<file path="src/sv/wsfd_pkg.sv">
// Shared types and constants of the WebSocket frame deframer.
// Depends on nothing; used by every module of the deframer.
package wsfd_pkg;

  localparam int unsigned ByteW      = 8;
  localparam int unsigned OpcodeW    = 4;
  localparam int unsigned LengthW    = 64;
  localparam int unsigned KeyW       = 32;
  localparam int unsigned OutTdataW  = 80;

  // 7-bit length codes that announce an extended length field.
  localparam logic [6:0] Len7Ext16 = 7'd126;
  localparam logic [6:0] Len7Ext64 = 7'd127;

  // Number of extended length bytes that follow each code.
  localparam logic [3:0] ExtBytes16 = 4'd2;
  localparam logic [3:0] ExtBytes64 = 4'd8;

  typedef enum logic [2:0] {
    PH_FIRST   = 3'd0,
    PH_SECOND  = 3'd1,
    PH_EXTLEN  = 3'd2,
    PH_KEY     = 3'd3,
    PH_PAYLOAD = 3'd4
  } phase_e;

  typedef enum logic {
    KIND_HEADER  = 1'b0,
    KIND_PAYLOAD = 1'b1
  } kind_e;

  typedef struct packed {
    kind_e                kind;
    logic                 fin;
    logic [OpcodeW-1:0]   opcode;
    logic                 masked;
    logic [LengthW-1:0]   frame_len;
    logic [ByteW-1:0]     data_byte;
    logic                 last;
  } result_t;

endpackage

</file>
<file path="src/sv/websocket_frame_deframer.sv">
// Top level of the WebSocket frame deframer (receive side of the frame format).
// Depends on wsfd_pkg, wsfd_parser and wsfd_out_buf.
//
// The deframer takes a received byte stream, one byte per transaction, and
// splits it into frames one after another. It reads FIN and the opcode from
// the first header byte, the mask bit and the 7-bit length from the second,
// then an optional 2-byte or 8-byte big-endian extended length and an optional
// 4-byte masking key. When the header is complete it emits one header
// transaction (tuser low, tdata carrying FIN, opcode, mask flag and length),
// then one transaction per payload byte (tuser high) with the byte unmasked;
// tlast marks the final transaction of a frame, and a zero-length frame's
// header transaction carries tlast itself. Header bytes that do not complete
// the header produce nothing. RSV bits are ignored and the top bit of a 64-bit
// length is not checked. One byte may be accepted on every clock edge while the
// output buffer has room, so the rate is set only by the result side.
// A two-entry output buffer (output register plus skid register) lets input
// keep flowing while a result waits, and s_axis_tready_o drops only when both
// entries are occupied. When the output is free, the result of an accepted byte
// is registered into the output register and offered in the cycle after.
module websocket_frame_deframer
  import wsfd_pkg::*;
(
  input  logic                 clk_i,
  input  logic                 rst_ni,
  input  logic                 s_axis_tvalid_i,
  output logic                 s_axis_tready_o,
  // [7:0] stream_byte
  input  logic [ByteW-1:0]     s_axis_tdata_i,
  output logic                 m_axis_tvalid_o,
  input  logic                 m_axis_tready_i,
  // [0] fin, [4:1] opcode, [5] masked, [69:6] frame_len,
  // [77:70] data_byte, [79:78] zero
  output logic [OutTdataW-1:0] m_axis_tdata_o,
  // [0] kind: 0 header, 1 payload byte
  output logic                 m_axis_tuser_o,
  output logic                 m_axis_tlast_o
);

  logic    in_fire;
  logic    res_valid;
  result_t res;
  logic    buf_ready;

  // A byte is consumed only when the output buffer has room for its result.
  assign s_axis_tready_o = buf_ready;
  assign in_fire         = s_axis_tvalid_i && buf_ready;

  wsfd_parser u_parser (
    .clk_i        (clk_i),
    .rst_ni       (rst_ni),
    .byte_valid_i (in_fire),
    .byte_i       (s_axis_tdata_i),
    .res_valid_o  (res_valid),
    .res_o        (res)
  );

  wsfd_out_buf u_out_buf (
    .clk_i           (clk_i),
    .rst_ni          (rst_ni),
    .push_i          (in_fire && res_valid),
    .res_i           (res),
    .ready_o         (buf_ready),
    .m_axis_tvalid_o (m_axis_tvalid_o),
    .m_axis_tready_i (m_axis_tready_i),
    .m_axis_tdata_o  (m_axis_tdata_o),
    .m_axis_tuser_o  (m_axis_tuser_o),
    .m_axis_tlast_o  (m_axis_tlast_o)
  );

endmodule

</file>
<file path="src/sv/wsfd_parser.sv">
// Frame header parser and payload unmasking for the deframer.
// Depends on wsfd_pkg; produces at most one result per accepted byte.
module wsfd_parser
  import wsfd_pkg::*;
(
  input  logic             clk_i,
  input  logic             rst_ni,
  input  logic             byte_valid_i,
  input  logic [ByteW-1:0] byte_i,
  output logic             res_valid_o,
  output result_t          res_o
);

  phase_e               phase_q, phase_d;
  logic                 fin_q, fin_d;
  logic [OpcodeW-1:0]   opcode_q, opcode_d;
  logic                 mask_q, mask_d;
  logic [LengthW-1:0]   length_q, length_d;
  logic [3:0]           len_left_q, len_left_d;
  logic [KeyW-1:0]      key_q, key_d;
  logic [2:0]           key_seen_q, key_seen_d;
  logic [LengthW-1:0]   pay_left_q, pay_left_d;
  logic [1:0]           key_idx_q, key_idx_d;

  logic [6:0]           len7;
  logic [3:0]           len_left_dec;
  logic [2:0]           key_seen_inc;
  logic [LengthW-1:0]   len_ext;
  logic [LengthW-1:0]   pay_left_dec;
  logic                 len_empty;
  logic [ByteW-1:0]     key_byte;

  assign len7         = byte_i[6:0];
  assign len_left_dec = len_left_q - 4'd1;
  assign key_seen_inc = key_seen_q + 3'd1;
  assign len_ext      = {length_q[LengthW-ByteW-1:0], byte_i};
  assign pay_left_dec = pay_left_q - {{(LengthW-1){1'b0}}, 1'b1};
  assign len_empty    = (length_d == '0);

  always_comb begin
    case (key_idx_q)
      2'd0:    key_byte = key_q[31:24];
      2'd1:    key_byte = key_q[23:16];
      2'd2:    key_byte = key_q[15:8];
      default: key_byte = key_q[7:0];
    endcase
  end

  // Next phase.
  always_comb begin
    phase_d = phase_q;
    case (phase_q)
      PH_SECOND: begin
        if (len7 == Len7Ext16 || len7 == Len7Ext64) begin
          phase_d = PH_EXTLEN;
        end else if (byte_i[7]) begin
          phase_d = PH_KEY;
        end else begin
          phase_d = len_empty ? PH_FIRST : PH_PAYLOAD;
        end
      end
      PH_EXTLEN: begin
        if (len_left_dec == '0) begin
          if (mask_q) begin
            phase_d = PH_KEY;
          end else begin
            phase_d = len_empty ? PH_FIRST : PH_PAYLOAD;
          end
        end
      end
      PH_KEY: begin
        if (key_seen_inc[2]) begin
          phase_d = len_empty ? PH_FIRST : PH_PAYLOAD;
        end
      end
      PH_PAYLOAD: begin
        if (pay_left_dec == '0) begin
          phase_d = PH_FIRST;
        end
      end
      default: begin
        phase_d = PH_SECOND;
      end
    endcase
  end

  // Held fields and the result of this byte.
  always_comb begin
    fin_d       = fin_q;
    opcode_d    = opcode_q;
    mask_d      = mask_q;
    length_d    = length_q;
    len_left_d  = len_left_q;
    key_d       = key_q;
    key_seen_d  = key_seen_q;
    pay_left_d  = pay_left_q;
    key_idx_d   = key_idx_q;
    res_valid_o = 1'b0;
    res_o.kind      = KIND_HEADER;
    res_o.data_byte = '0;
    res_o.last      = 1'b0;
    case (phase_q)
      PH_SECOND: begin
        mask_d = byte_i[7];
        if (len7 == Len7Ext16 || len7 == Len7Ext64) begin
          length_d   = '0;
          len_left_d = (len7 == Len7Ext16) ? ExtBytes16 : ExtBytes64;
        end else begin
          length_d = {{(LengthW-7){1'b0}}, len7};
          if (byte_i[7]) begin
            key_d      = '0;
            key_seen_d = '0;
          end else begin
            res_valid_o = 1'b1;
          end
        end
      end
      PH_EXTLEN: begin
        length_d   = len_ext;
        len_left_d = len_left_dec;
        if (len_left_dec == '0) begin
          if (mask_q) begin
            key_d      = '0;
            key_seen_d = '0;
          end else begin
            res_valid_o = 1'b1;
          end
        end
      end
      PH_KEY: begin
        key_d      = {key_q[KeyW-ByteW-1:0], byte_i};
        key_seen_d = key_seen_inc;
        res_valid_o = key_seen_inc[2];
      end
      PH_PAYLOAD: begin
        res_valid_o     = 1'b1;
        res_o.kind      = KIND_PAYLOAD;
        res_o.data_byte = mask_q ? (byte_i ^ key_byte) : byte_i;
        res_o.last      = (pay_left_dec == '0);
        key_idx_d       = key_idx_q + 2'd1;
        pay_left_d      = pay_left_dec;
      end
      default: begin
        fin_d    = byte_i[7];
        opcode_d = byte_i[OpcodeW-1:0];
      end
    endcase
    // A completed header sets up the payload count and key position.
    if (res_valid_o && res_o.kind == KIND_HEADER) begin
      res_o.last = len_empty;
      pay_left_d = length_d;
      key_idx_d  = '0;
    end
    res_o.fin       = fin_d;
    res_o.opcode    = opcode_d;
    res_o.masked    = mask_d;
    res_o.frame_len = length_d;
  end

  always_ff @(posedge clk_i or negedge rst_ni) begin
    if (!rst_ni) begin
      phase_q    <= PH_FIRST;
      fin_q      <= 1'b0;
      opcode_q   <= '0;
      mask_q     <= 1'b0;
      length_q   <= '0;
      len_left_q <= '0;
      key_q      <= '0;
      key_seen_q <= '0;
      pay_left_q <= '0;
      key_idx_q  <= '0;
    end else if (byte_valid_i) begin
      phase_q    <= phase_d;
      fin_q      <= fin_d;
      opcode_q   <= opcode_d;
      mask_q     <= mask_d;
      length_q   <= length_d;
      len_left_q <= len_left_d;
      key_q      <= key_d;
      key_seen_q <= key_seen_d;
      pay_left_q <= pay_left_d;
      key_idx_q  <= key_idx_d;
    end
  end

endmodule

</file>
<file path="src/sv/wsfd_out_buf.sv">
// Output register with a skid stage for the deframer's result stream.
// Depends on wsfd_pkg for the result type and the packed data width.
module wsfd_out_buf
  import wsfd_pkg::*;
(
  input  logic                 clk_i,
  input  logic                 rst_ni,
  input  logic                 push_i,
  input  result_t              res_i,
  output logic                 ready_o,
  output logic                 m_axis_tvalid_o,
  input  logic                 m_axis_tready_i,
  output logic [OutTdataW-1:0] m_axis_tdata_o,
  output logic                 m_axis_tuser_o,
  output logic                 m_axis_tlast_o
);

  logic    main_valid_q, skid_valid_q;
  result_t main_q, skid_q;
  logic    pop;

  assign pop     = main_valid_q && m_axis_tready_i;
  assign ready_o = !skid_valid_q;

  always_ff @(posedge clk_i or negedge rst_ni) begin
    if (!rst_ni) begin
      main_valid_q <= 1'b0;
      skid_valid_q <= 1'b0;
    end else if (skid_valid_q) begin
      if (pop) begin
        skid_valid_q <= 1'b0;
      end
    end else if (push_i) begin
      if (main_valid_q && !pop) begin
        skid_valid_q <= 1'b1;
      end else begin
        main_valid_q <= 1'b1;
      end
    end else if (pop) begin
      main_valid_q <= 1'b0;
    end
  end

  always_ff @(posedge clk_i) begin
    if (skid_valid_q) begin
      if (pop) begin
        main_q <= skid_q;
      end
    end else if (push_i) begin
      if (main_valid_q && !pop) begin
        skid_q <= res_i;
      end else begin
        main_q <= res_i;
      end
    end
  end

  assign m_axis_tvalid_o = main_valid_q;
  assign m_axis_tuser_o  = main_q.kind;
  assign m_axis_tlast_o  = main_q.last;
  assign m_axis_tdata_o  = {2'b00, main_q.data_byte, main_q.frame_len,
                            main_q.masked, main_q.opcode, main_q.fin};

endmodule

</file>
<file path="config.mk">
export PLATFORM = sky130hd
export DESIGN_NAME = websocket_frame_deframer
export DESIGN_NICKNAME = d
export VERILOG_FILES = /design/src/sv/wsfd_pkg.sv /design/src/sv/websocket_frame_deframer.sv /design/src/sv/wsfd_parser.sv /design/src/sv/wsfd_out_buf.sv
export SDC_FILE = /design/constraint.sdc
export NUM_CORES = 1
export LEC_CHECK = 0
export CELL_PAD_IN_SITES_DETAIL_PLACEMENT = 1
export CELL_PAD_IN_SITES_GLOBAL_PLACEMENT = 1
export CORE_AREA = 2 2 183 185
export CTS_CLUSTER_DIAMETER = 100
export DETAILED_ROUTE_END_ITERATION = 10
export DIE_AREA = 0 0 185 187
export DONT_BUFFER_PORTS = 1
export GPL_ROUTABILITY_DRIVEN = 0
export GPL_TIMING_DRIVEN = 0
export PLACE_DENSITY = 0.81
export SLEW_MARGIN = 30
export SYNTH_ARGS = -nofsm -noshare
export SYNTH_HDL_FRONTEND = slang
export SYNTH_SLANG_ARGS = --single-unit
</file>
<file path="constraint.sdc">
create_clock -name clk_i -period 14.8 [get_ports clk_i]
set_input_delay 0.74 -clock clk_i [delete_from_list [all_inputs] [get_ports clk_i]]
set_output_delay 0.74 -clock clk_i [all_outputs]
set_load 0.03 [all_outputs]
</file>
Word level (Yosys, flattened, before mapping). Cells that the tools add are included.

Reduce and logical (&&, ||, !) cells: 25. Bitwise operators: 3. Equal/unequal tests: 18. Multiplexer cells: 51. Add/subtract/negate cells: 4.

Operators by type and width (count): 80-bit 2-to-1 mux (4); 64-bit zero test (2); 32-bit 2-to-1 mux (4); 64-bit 2-to-1 mux (2); 64-bit one-hot mux with 2 select lines (1); 32-bit one-hot mux with 3 select lines (1); 64-bit by 1-bit subtractor with 64-bit output (second input constant) (1); 3-bit 2-to-1 mux (11); 8-bit one-hot mux with 3 select lines (1); 1-bit 2-to-1 mux (15); 7-bit equality test (second input constant) (2); 4-bit 2-to-1 mux (3); 2-bit by 1-bit != test with 1-bit output (second input constant) (6); 3-bit one-hot mux with 4 select lines (1); 3-bit AND reduction (4); 9-bit 2-to-1 mux (1); 3-bit one-hot mux with 3 select lines (1); 8-bit 2-to-1 mux (1); 2-bit != test (second input constant) (4); 4-bit one-hot mux with 2 select lines (1); 2-bit nonzero test (4); 8-bit XOR (1); 7-bit 2-to-1 mux (1); 3-bit by 2-bit equality test with 1-bit output (second input constant) (2); 20 further kinds (27).

Register bits after elaboration: 340. Output and inout port bits: 84. Bits of input ports: 12.

Logic depth before layout (Yosys ltp). Gate-level depths: netlist of run 1.

Word-level depth: 9. Mapped depth: 13. Depth with buffers taken out: 11.

Hierarchy. Synthesis of run 1 repeated with hierarchy kept, for this count alone.

Cells, all modules: 1718. Area total of the unflattened synthesis: 17524.3 um2.

By module, submodules not included: wsfd_parser (area an instance 11456.0 um2, cells each 1452, instances 1, sequential area each 4454.3 um2); wsfd_out_buf (area an instance 6055.8 um2, cells each 264, instances 1, sequential area each 4854.7 um2); websocket_frame_deframer (area an instance 12.5 um2, cells each 2, instances 1, sequential area each 0.0 um2).

Worst setup path before layout of run 1. Ideal clock, no wire load.

Kind: reg2reg. From: register u_parser.phase_q[1]. To: register u_out_buf.main_q (netlist bit u_out_buf.m_axis_tdata_o[0]) (enable). Library setup time: 0.545 ns. Path slack: 8.228 ns. Data arrival time: 6.027 ns. Cell stages (with the launch flop): 10. Data required time: 14.255 ns. Cells stage by stage: dfrtp_1 clkbuf_1 inv_2 nor3_1 a211oi_1 nor2_1 clkbuf_1 clkbuf_1 a21oi_1 a21oi_1.

Longest elaborated chain between the ends: 5.

RTL lines: from (decl) (line wsfd_parser.sv:14) `phase_e phase_q, phase_d;`; from (signal assigned) (line wsfd_parser.sv:173) `phase_q <= phase_d;`; 3-bit equality test (tied with other cells) (line wsfd_parser.sv:102) `case (phase_q)`; 1-bit one-hot mux with 4 select lines * (line wsfd_parser.sv:102); 1-bit logical AND * (line websocket_frame_deframer.sv:60) `.push_i (in_fire && res_valid),`; 2-bit nonzero test (no line) *; 3-bit AND reduction (no line) *; to (signal assigned) (line wsfd_out_buf.sv:47) `main_q <= skid_q;`; to (signal assigned) (line wsfd_out_buf.sv:53) `main_q <= res_i;`; to (decl) (line wsfd_out_buf.sv:19) `result_t main_q, skid_q;`.

Every way passes the cells marked *; elsewhere a longest branch is shown, timed or not. A chain may end at the register's enable or synchronous reset.

Worst setup path after layout of run 1.
From: register u_parser.phase_q[1]. To: register u_out_buf.main_q (netlist bit u_out_buf.m_axis_tdata_o[30]) (enable).

Same word-level chain as after synthesis.

==> flow_metrics.tcl, run 1 <==
set metrics [dict create \
    outcome "finished clean" \
    antenna_found_initial 1 \
    cts_root_buf "clkbuf_16" \
    cts_num_sinks 340 \
    p_switching_mw 1.66 \
    fp.dieH_um 187 \
    grt_setup_unrepaired "false" \
    fin_tns_setup_ps 0 \
    drtIter0Drc 1513 \
    cts_buffer_depth 3 \
    syn_area_um2 17300 \
    ys.flop_type "dfrtp_1" \
    cts_hold_buf 1 \
    n_fill_cell 3668 \
    multi_input_area_um2 7420 \
    finalPower_mw 3.82 \
    cp_data_arrival_time_ps 5410 \
    drive_above_1_share_pct 10.3 \
    clk_latency_ps 570 \
    p_clk_share_pct 25.2 \
    final_nets 1821 \
    grt_usage_pct 36.6 \
    cts_resized 0 \
    post_drt_wl_per_cell_um 27.6 \
    slew_headroom_pct 31.7 \
    grt_start_max_net_pins 181 \
    globalRouteMet2Util_pct 57.1 \
    io_pins 96 \
    grt_pass1_vias 15700 \
    yosysTopAreaCell "edfxtp_1" \
    p_int_mw 2.16 \
    startpoint_type "flop" \
    antenna_left 0 \
    critPathCaptureType "flop" \
    synthesis.instances 1752 \
    grt_pass1_wl_um 95600 \
    setup_viol 0 \
    tightestPinTransition_ps 1020 \
    irDropWorstVdd_mv 0.112 \
    hold_viol_final 0 \
    drc 0 \
    synth_warnings 0 \
    rows 67 \
    synth.avg_cell_area_um2 9.88 \
    gr-usage-met3_pct 8.63 \
    cp-endpoint "u_out_buf.m_axis_tdata_o[30]$_DFFE_PP_" \
    syn_to_final_growth_pct 11.7 \
    synth_cell_types 72 \
    path_class "flop to flop" \
    vias 15300 \
    register_area_um2 9310 \
    clk_pin_slew_ps 60 \
    final_cells 2279 \
    viasPerCell 6.72 \
    async_reset_ff_share_pct 52.9 \
    final.period_utilization_pct 34.9 \
    timing.rr.end "u_out_buf.m_axis_tdata_o[30]$_DFFE_PP_" \
    utilization_pct 58.8 \
    busiest_layer "met2" \
    cts_tree "done" \
    die_x_um 185 \
    drt_pass1_iterations 6 \
    dp_cells 2206 \
    post-cts-setup-buffers 0 \
    synth_area_leaders "edfxtp_1 (28%), dfrtp_1 (26%), nand2_1 (7.7%), mux2_2 (4.9%), o21ai_0 (4.3%)" \
    seqPwrFrac_pct 37.8 \
    period_needed_ps 5170 \
    fin_skew_ps 34.1 \
    worst-r2r-setup-slack_ps 9630 \
    pwr-share-comb_pct 37.0 \
    crit_start "u_parser.phase_q[1]$_DFFE_PN0P_" \
    overflow 0 \
    use_met1_pct 47.6 \
    synth_commonest_cells "nand2_1 (353), dfrtp_1 (180), edfxtp_1 (160)" \
    finalMaxSlewViolations 0 \
    hp-class "input pin to async pin" \
    numCtsBuffers 38 \
    path_max_fanout 20 \
    max-cap-violations 0 \
    core_area_um2 32900 \
    port_buffers 0 \
    synth_top_area_share_pct 27.8 \
    initial_core_util_pct 52.7 \
    required_ps 15040 \
    synth_edf_count 160 \
    ys_ff_latch 340 \
    drt_wl_total_um 62900 \
    ys_seq_area_share_pct 53.8 \
    maxClockFrequency_ghz 0.194 \
    r2r_cells 12 \
    hpwl_um 43700 \
    swShare_pct 43.4 \
    rr_startpoint "u_parser.phase_q[1]$_DFFE_PN0P_" \
    p_per_area_nw_per_um2 198 \
    synthMostInstantiatedCell "nand2_1" \
    htreeDepth 2 \
    dieArea_um2 34600 \
    leakage_nw 7.51 \
]
critical path: stages, from the launching register on:
cell and delay, ps:
dfrtp_1 360, clkbuf_1 430, inv_2 220, nor3_1 700
a211oi_1 350, nor2_1 220, clkbuf_1 550, clkbuf_1 670
a21oi_1 200, a21oi_4 480, buf_16 210, buf_8 200
buf_8 210
placed cells by master (no fill, tap or decap), types with 11 or more instances in the layout:
master | synthesis | layout
clkbuf_1 | 103 | 110
mux2_2 | 75 | 75
o21ai_0 | 149 | 148
nand4_1 | 30 | 30
nor3_1 | 49 | 49
buf_1 | 13 | 13
o31ai_1 | 15 | 15
xnor2_1 | 29 | 29
a21oi_1 | 89 | 88
nor4_1 | 51 | 50
o22ai_1 | 12 | 12
inv_1 | 33 | 33
clkbuf_16 | 0 | 38
nand3_1 | 32 | 32
a31oi_1 | 12 | 12
edfxtp_1 | 160 | 160
or3_1 | 15 | 15
o2bb2ai_1 | 23 | 20
a22o_1 | 35 | 35
or4_1 | 11 | 11
dfrtp_1 | 180 | 180
xor2_1 | 15 | 15
nand2_1 | 353 | 353
nor2_1 | 95 | 95
a22oi_1 | 39 | 39
area by class of cell:
| class | instances | share of cell area, % |
|---|---|---|
| multi-input cells | 1254 | 38.4 |
| flip-flops and latches | 340 | 48.2 |
| diodes | 1 | 0.0129 |
| inverters | 35 | 0.680 |
| clock inverters | 23 | 1.27 |
| repair buffers | 7 | 0.867 |
| well taps | 448 | 2.90 |
| plain buffers | 124 | 2.52 |
| clock buffers | 47 | 5.20 |
power by group through the flow:
stage	clock network, mW	logic (mW)	registers [mW]
2_1_floorplan	0	0.885	1.42
3_3_place_gp	0	1.28	1.46
3_5_place_dp	0	1.35	1.45
4_1_cts	0.968	1.37	1.44
5_1_grt	1.00	1.50	1.46
6_report	0.961	1.41	1.44
logic make-up (layout without fill, tap and decap cells):
kind of cell	count (synthesis)	count (layout)	synth area share, %
other	1	3	0.0217
adders and majority gates	9	9	0.651
xor gates and xnor gates	44	44	2.23
muxes	79	79	5.11
DFF	340	340	53.8
buffers and inverters	159	236	3.57
AOI/OAI and AO/OA	419	419	15.3
and+or+nand+nor	701	701	19.3
worst min path at each step:
stage,from,endpoint,slack [ps],depth (start not counted)
after floorplan,rst_ni,u_out_buf.m_axis_tvalid_o$_DFFE_PN0P_,440,0
after global placement,u_parser.opcode_q[2]$_DFFE_PN0P_,u_parser.opcode_q[2]$_DFFE_PN0P_,450,2
after detailed placement,rst_ni,u_parser.pay_left_q[21]$_DFFE_PN0P_,460,0
after CTS,m_axis_tready_i,u_out_buf.skid_valid_q$_DFF_PN0_,280,1
after global routing,rst_ni,u_parser.pay_left_q[21]$_DFFE_PN0P_,110,1
final,rst_ni,u_parser.pay_left_q[20]$_DFFE_PN0P_,60,1
per-stage QoR:
stage	hold WS [ps]	setup WS, ps	area [um2]
6_report	60.9	9630	19300
5_1_grt	105	9400	19300
4_1_cts	281	9760	19300
3_5_place_dp	457	9800	18000
3_3_place_gp	453	5100	17900
2_1_floorplan	440	8230	17300
registers in the layout, summed over array words and instances (netlist names):
signal	cells
u_out_buf.m_axis_tvalid_o	1
u_parser.fin_q	1
u_parser.key_q	32
u_parser.len_left_q	4
u_parser.length_q	64
u_parser.pay_left_q	64
u_parser.mask_q	1
u_out_buf.skid_q	80
u_parser.key_seen_q	3
u_parser.phase_q	3
u_out_buf.m_axis_tuser_o	1
u_out_buf.skid_valid_q	1
u_out_buf.m_axis_tdata_o	78
u_parser.opcode_q	4
u_parser.key_idx_q	2
u_out_buf.m_axis_tlast_o	1
metal layers:
metal  part of all wire, %  up-vias
met5                     0        -
met4                   5.2        0
met3                   9.4      247
met2                    47      895
met1                    39     7680
li1                      -     6496
No activity file was read; power rests on OpenSTA's default activity.
==> run 2, diff against run 1 <==
Settings changed: CORE_AREA 2 2 183 185 to 2 2 197 199, DIE_AREA 0 0 185 187 to 0 0 199 201, PLACE_DENSITY 0.81 to 0.73.
Clock period 14.8 ns to 4.57 ns, I/O delays scaled along.
==> run 2 against run 1 <==
Against the previous run: first-iteration DRC count is 9.9% lower; clock skew is 5.0 ps lower; sequential power grew to 3.2 times the previous value; critical path type unchanged; largest cell class unchanged; highest routed layer unchanged.
==> flow_metrics.tcl, run 2 (synthesized netlist as in run 1, its figures left out) <==
set metrics [dict create \
    cts_buffer_depth 3 \
    core_area_um2 38100 \
    period_needed_ps 4480 \
    final_cell_mix "nand2_1 (353), dfrtp_1 (180), edfxtp_1 (160)" \
    outcome "finished clean" \
    crit_chain "clkbuf_1 > nor3_2 > nand4_2 > or4_1 > clkbuf_1 > nor4_1 > xnor2_1 > nand3_1 > or3_1 > or4_1 > a221o_1" \
    grt_setup_unrepaired "false" \
    finalPower_mw 12.5 \
    drive_above_1_share_pct 11.1 \
    hold_viol_final 0 \
    path_max_fanout 9 \
    finalMaxSlewViolations 0 \
    critPathCaptureType "flop" \
    grt_pass1_vias 15500 \
    irDropWorstVdd_mv 0.300 \
    syn_to_final_growth_pct 13.8 \
    dpl_worst_slack_ps -238 \
    clk_pin_slew_ps 60 \
    p_per_area_nw_per_um2 633 \
    grt_usage_pct 32.5 \
    port_buffers 0 \
    n_fill_cell 4213 \
    fin_skew_ps 29.1 \
    largest_reg_flops 80 \
    fp.dieH_um 201 \
    tightestPinTransition_ps 957 \
    p_int_mw 7.04 \
    cts_num_sinks 340 \
    slowest_stage "or4_1" \
    initial_core_util_pct 45.4 \
    cp_data_arrival_time_ps 4940 \
    slew_headroom_pct 36.2 \
    required_ps 5030 \
    drt_wl_total_um 64000 \
    drc 0 \
    p_switching_mw 5.43 \
    vias 15000 \
    drt_pass1_iterations 6 \
    clk_latency_ps 580 \
    grt_pass1_wl_um 97600 \
    largest_register "u_out_buf.skid_q" \
    p_clk_share_pct 25.3 \
    maxClockFrequency_ghz 0.223 \
    swShare_pct 43.5 \
    final.period_utilization_pct 98.0 \
    fin_tns_setup_ps 0 \
    post_drt_wl_per_cell_um 27.0 \
    drtIter0Drc 1363 \
    hp-class "input pin to flop" \
    numCtsBuffers 40 \
    htreeDepth 2 \
    setup_viol 0 \
    max-cap-violations 0 \
    pwr-share-comb_pct 37.2 \
    setup_ws_ps 90.5 \
    crit_buf_inv 2 \
    cts_tree "done" \
    dieArea_um2 40000 \
    antenna_found_initial 1 \
    overflow 0 \
    grt_start_max_net_pins 181 \
    worst-r2r-setup-slack_ps 90 \
    hpwl_um 45300 \
    cts_root_buf "clkbuf_16" \
    startpoint_type "flop" \
    slowest_delay_ps 620 \
    final_common_cell "nand2_1" \
    die_x_um 199 \
    crit_family "simple AND/OR/NAND/NOR gates" \
    io_pins 96 \
    path_class "flop to flop" \
    rows 72 \
    viasPerCell 6.31 \
    leakage_nw 7.63 \
    antenna_left 0 \
    holdWs_ps 29.3 \
    seqPwrFrac_pct 37.5 \
    final_nets 1840 \
]
==> run 2: changes by cell type in the layout (fill, tap and decap cells not counted), sizes merged <==
cell,before,now
bufinv,4,2
clkbuf,150,155
diode,1,4
dlygate4sd3,0,10
clkinv,12,14
clkinvlp,4,3
buf,28,35
inv,38,37
==> run 2: layout make-up <==
| cell class | instances | area [um2] | share of cell area [%] |
|---|---|---|---|
| Sequential cell | 340 | 9310 | 47.3 |
| Clock inverter | 21 | 181 | 0.921 |
| Multi-Input combinational cell | 1254 | 7490 | 38.0 |
| Clock buffer | 52 | 1090 | 5.51 |
| Antenna cell | 4 | 10.0 | 0.0508 |
| Buffer | 124 | 488 | 2.48 |
| Inverter | 35 | 131 | 0.667 |
| Timing Repair Buffer | 24 | 350 | 1.78 |
| Tap cell | 518 | 648 | 3.29 |
==> run 2: final timing paths <==
check,end,depth (start not counted),startpoint
setup / recovery,u_parser.phase_q[2]$_DFFE_PN0P_,11,u_parser.pay_left_q[30]$_DFFE_PN0P_
hold / removal,u_parser.len_left_q[0]$_DFFE_PN0P_,3,s_axis_tvalid_i
setup reg to reg,u_parser.phase_q[2]$_DFFE_PN0P_,11,u_parser.pay_left_q[30]$_DFFE_PN0P_
min in group asynchronous,u_parser.pay_left_q[14]$_DFFE_PN0P_,2,rst_ni
hold reg to reg,u_parser.opcode_q[3]$_DFFE_PN0P_,2,u_parser.opcode_q[3]$_DFFE_PN0P_
max in group asynchronous,u_parser.pay_left_q[25]$_DFFE_PN0P_,3,rst_ni
==> run 2: repair_timing <==
item / CTS / global route
buffers inserted: 3 / 3
cloned: 0 / 0
gates resized for setup: 3 / 11
pin swaps: 1 / 1
endpoints found under the setup margin: 70 / 70
hold buffers: 11 / 0
hold endpoints to repair: 218 / 0
==> run 2: power by group through the flow <==
stage	sequential, mW	combinational, mW	clock [mW]
floorplan	4.58	2.87	0
global placement	4.71	4.23	0
detailed placement	4.71	4.42	0
CTS	4.66	4.51	3.20
global route	4.73	4.95	3.31
finish	4.67	4.64	3.15
==> run 2: per-layer routing <==
metal | share of wire [%] | routed length [um] | GRT usage (%) | vias to the layer above
met4 | 4.6 | 2920 | 13.5 | 0
met5 | 0 | 0 | 0 | -
met3 | 8.6 | 5510 | 8.33 | 188
li1 | - | - | - | 6549
met2 | 46 | 29600 | 50.9 | 661
met1 | 41 | 25900 | 42.9 | 7576
==> run 2: metrics by stage <==
stage	std cells	area [um2]	utilization, %
6_report	2372	19700	51.7
5_1_grt	2369	19700	51.7
4_1_cts	2364	19600	51.4
3_5_place_dp	2277	18100	47.6
3_3_place_gp	2271	18000	47.2
2_1_floorplan	1753	17300	-
==> run 2: worst register-to-register path: stages, from the launching register on <==
cell and delay (ps):
dfrtp_1 350, clkbuf_1 270, nor3_2 390, nand4_2 330
or4_1 590, clkbuf_1 250, nor4_1 380, xnor2_1 320
nand3_1 120, or3_1 350, or4_1 620, a221o_1 400
==> run 3, diff against run 2 <==
--- a/config.mk
+++ b/config.mk
@@ -9,5 +9,5 @@
 export CELL_PAD_IN_SITES_GLOBAL_PLACEMENT = 1
 export CORE_AREA = 2 2 197 199
-export CTS_CLUSTER_DIAMETER = 100
+export CTS_CLUSTER_DIAMETER = 60
 export DETAILED_ROUTE_END_ITERATION = 10
 export DIE_AREA = 0 0 199 201
==> constraint.sdc (replaced) <==
create_clock -name clk_i -period 4.57 [get_ports clk_i]
set_input_delay 0.457 -clock clk_i [delete_from_list [all_inputs] [get_ports clk_i]]
set_output_delay 0.457 -clock clk_i [all_outputs]
set_load 0.03 [all_outputs]
==> run 3 against run 2 <==
Against the previous run: combinational power is essentially flat; highest routed layer is now met5; critical endpoint unchanged; die area unchanged; global-route usage rose by 0.37 points; first-iteration DRC count is 0.22% lower.
==> flow_metrics.tcl, run 3 (synthesized netlist as in run 1, its figures left out) <==
set metrics [dict create \
    path_class "flop to flop" \
    final_nets 1841 \
    vias 15000 \
    final_common_cell "nand2_1" \
    core_area_um2 38100 \
    irDropWorstVdd_mv 0.303 \
    critPathCaptureType "flop" \
    cts_buffer_depth 3 \
    crit_start "u_parser.pay_left_q[11]$_DFFE_PN0P_" \
    crit_top_cell "or4_1" \
    cp_data_arrival_time_ps 4920 \
    setup_ws_ps 117 \
    io_pins 96 \
    setup_viol 0 \
    overflow 0 \
    dpl_worst_slack_ps -238 \
    slowest_stage "nor4_2" \
    cts_tree "done" \
    hold_viol_final 0 \
    antenna_found_initial 4 \
    finalMaxSlewViolations 0 \
    max-cap-violations 0 \
    drt_wl_total_um 64800 \
    finalPower_mw 12.8 \
    design_area_um2 19800 \
    fin_tns_setup_ps 0 \
    maxClockFrequency_ghz 0.225 \
    path_max_fanout 8 \
    grt_pass1_vias 15800 \
    drtIter0Drc 1360 \
    grt_pass1_wl_um 98600 \
    hpwl_um 45300 \
    numCtsBuffers 42 \
    startpoint_type "flop" \
    holdWs_ps 39.1 \
    leakage_nw 7.70 \
    port_buffers 0 \
    n_fill_cell 4180 \
    grt_start_max_net_pins 181 \
    hp-start "s_axis_tdata_i[2]" \
    utilization_pct 52.0 \
    register_area_um2 9310 \
    viasPerCell 6.32 \
    p_per_area_nw_per_um2 645 \
    slew_headroom_pct 33.4 \
    grt_setup_unrepaired "false" \
    largest_register "u_out_buf.skid_q" \
    outcome "finished clean" \
    htreeDepth 2 \
    initial_core_util_pct 45.4 \
    fp.dieH_um 201 \
    fin_skew_ps 42.1 \
    period_needed_ps 4450 \
    place_area_um2 18100 \
    drive_above_1_share_pct 11.3 \
    final_cell_mix "nand2_1 (353), dfrtp_1 (180), edfxtp_1 (160)" \
    post_drt_wl_per_cell_um 27.3 \
    multi_input_area_um2 7480 \
    tightestPinTransition_ps 999 \
    clk_latency_ps 600 \
    dieArea_um2 40000 \
    die_x_um 199 \
    drt_pass1_iterations 5 \
    largest_reg_flops 80 \
    clk_pin_slew_ps 60 \
    hp-class "input pin to flop" \
    cts_root_buf "clkbuf_16" \
    crit_chain "nor3_1 > nand4_4 > nor4_2 > xnor2_1 > nand4_1 > or4_1 > or4_1 > or4_1 > a221o_1" \
    antenna_left 0 \
    slowest_delay_ps 710 \
    rows 72 \
    final_cells 2373 \
    drc 0 \
    grt_usage_pct 32.9 \
    final.period_utilization_pct 97.4 \
    rr_startpoint "u_parser.pay_left_q[11]$_DFFE_PN0P_" \
    dp_cells 2277 \
    syn_to_final_growth_pct 14.4 \
    cts_num_sinks 340 \
    required_ps 5040 \
]
run 3: final cells by class:
class | count | area share, %
multi-input cells | 1254 | 37.8
well taps | 518 | 3.27
inverters | 35 | 0.663
plain buffers | 124 | 2.46
clock inverters | 24 | 1.33
diodes | 1 | 0.0126
repair buffers | 23 | 1.69
clock buffers | 54 | 5.79
flip-flops and latches | 340 | 47.0
run 3: layer usage:
metal | global-route usage [%] | part of all wire [%]
met5 | 0 | 0.017
met2 | 51.4 | 46
met4 | 14.4 | 4.6
met1 | 42.9 | 41
met3 | 8.84 | 8.5
run 3: power by group:
part	total (mW)	internal, mW	switching, mW
Clock	3.43	2.02	1.40
Sequential	4.67	3.88	0.794
Combinational	4.67	1.36	3.31
run 3: worst paths after layout:
check / depth (start not counted) / slack, ps / end
setup / recovery: 9 / 120 / u_parser.phase_q[2]$_DFFE_PN0P_
hold / removal: 2 / 40 / u_parser.key_q[2]$_DFFE_PN0P_
setup reg to reg: 9 / 120 / u_parser.phase_q[2]$_DFFE_PN0P_
hold reg to reg: 2 / 470 / u_parser.opcode_q[3]$_DFFE_PN0P_
max in group asynchronous: 3 / 3080 / u_parser.pay_left_q[33]$_DFFE_PN0P_
min in group asynchronous: 2 / 570 / u_parser.pay_left_q[7]$_DFFE_PN0P_
run 3: critical path, delay by kind of cell, from the launching register on:
family           cells  cell delay [ps]
XOR/XNOR             1              190
AND/OR/NAND/NOR      7             3290
flip-flops           1              440
AO/OA/AOI/OAI        1              400
run 3: what timing repair did:
item / CTS / global route
hold endpoints to repair: 186 / 81
gates resized for setup: 3 / 8
setup endpoints to repair: 71 / 43
buffers inserted: 3 / 5
pin swaps: 1 / 1
hold buffers: 7 / 1
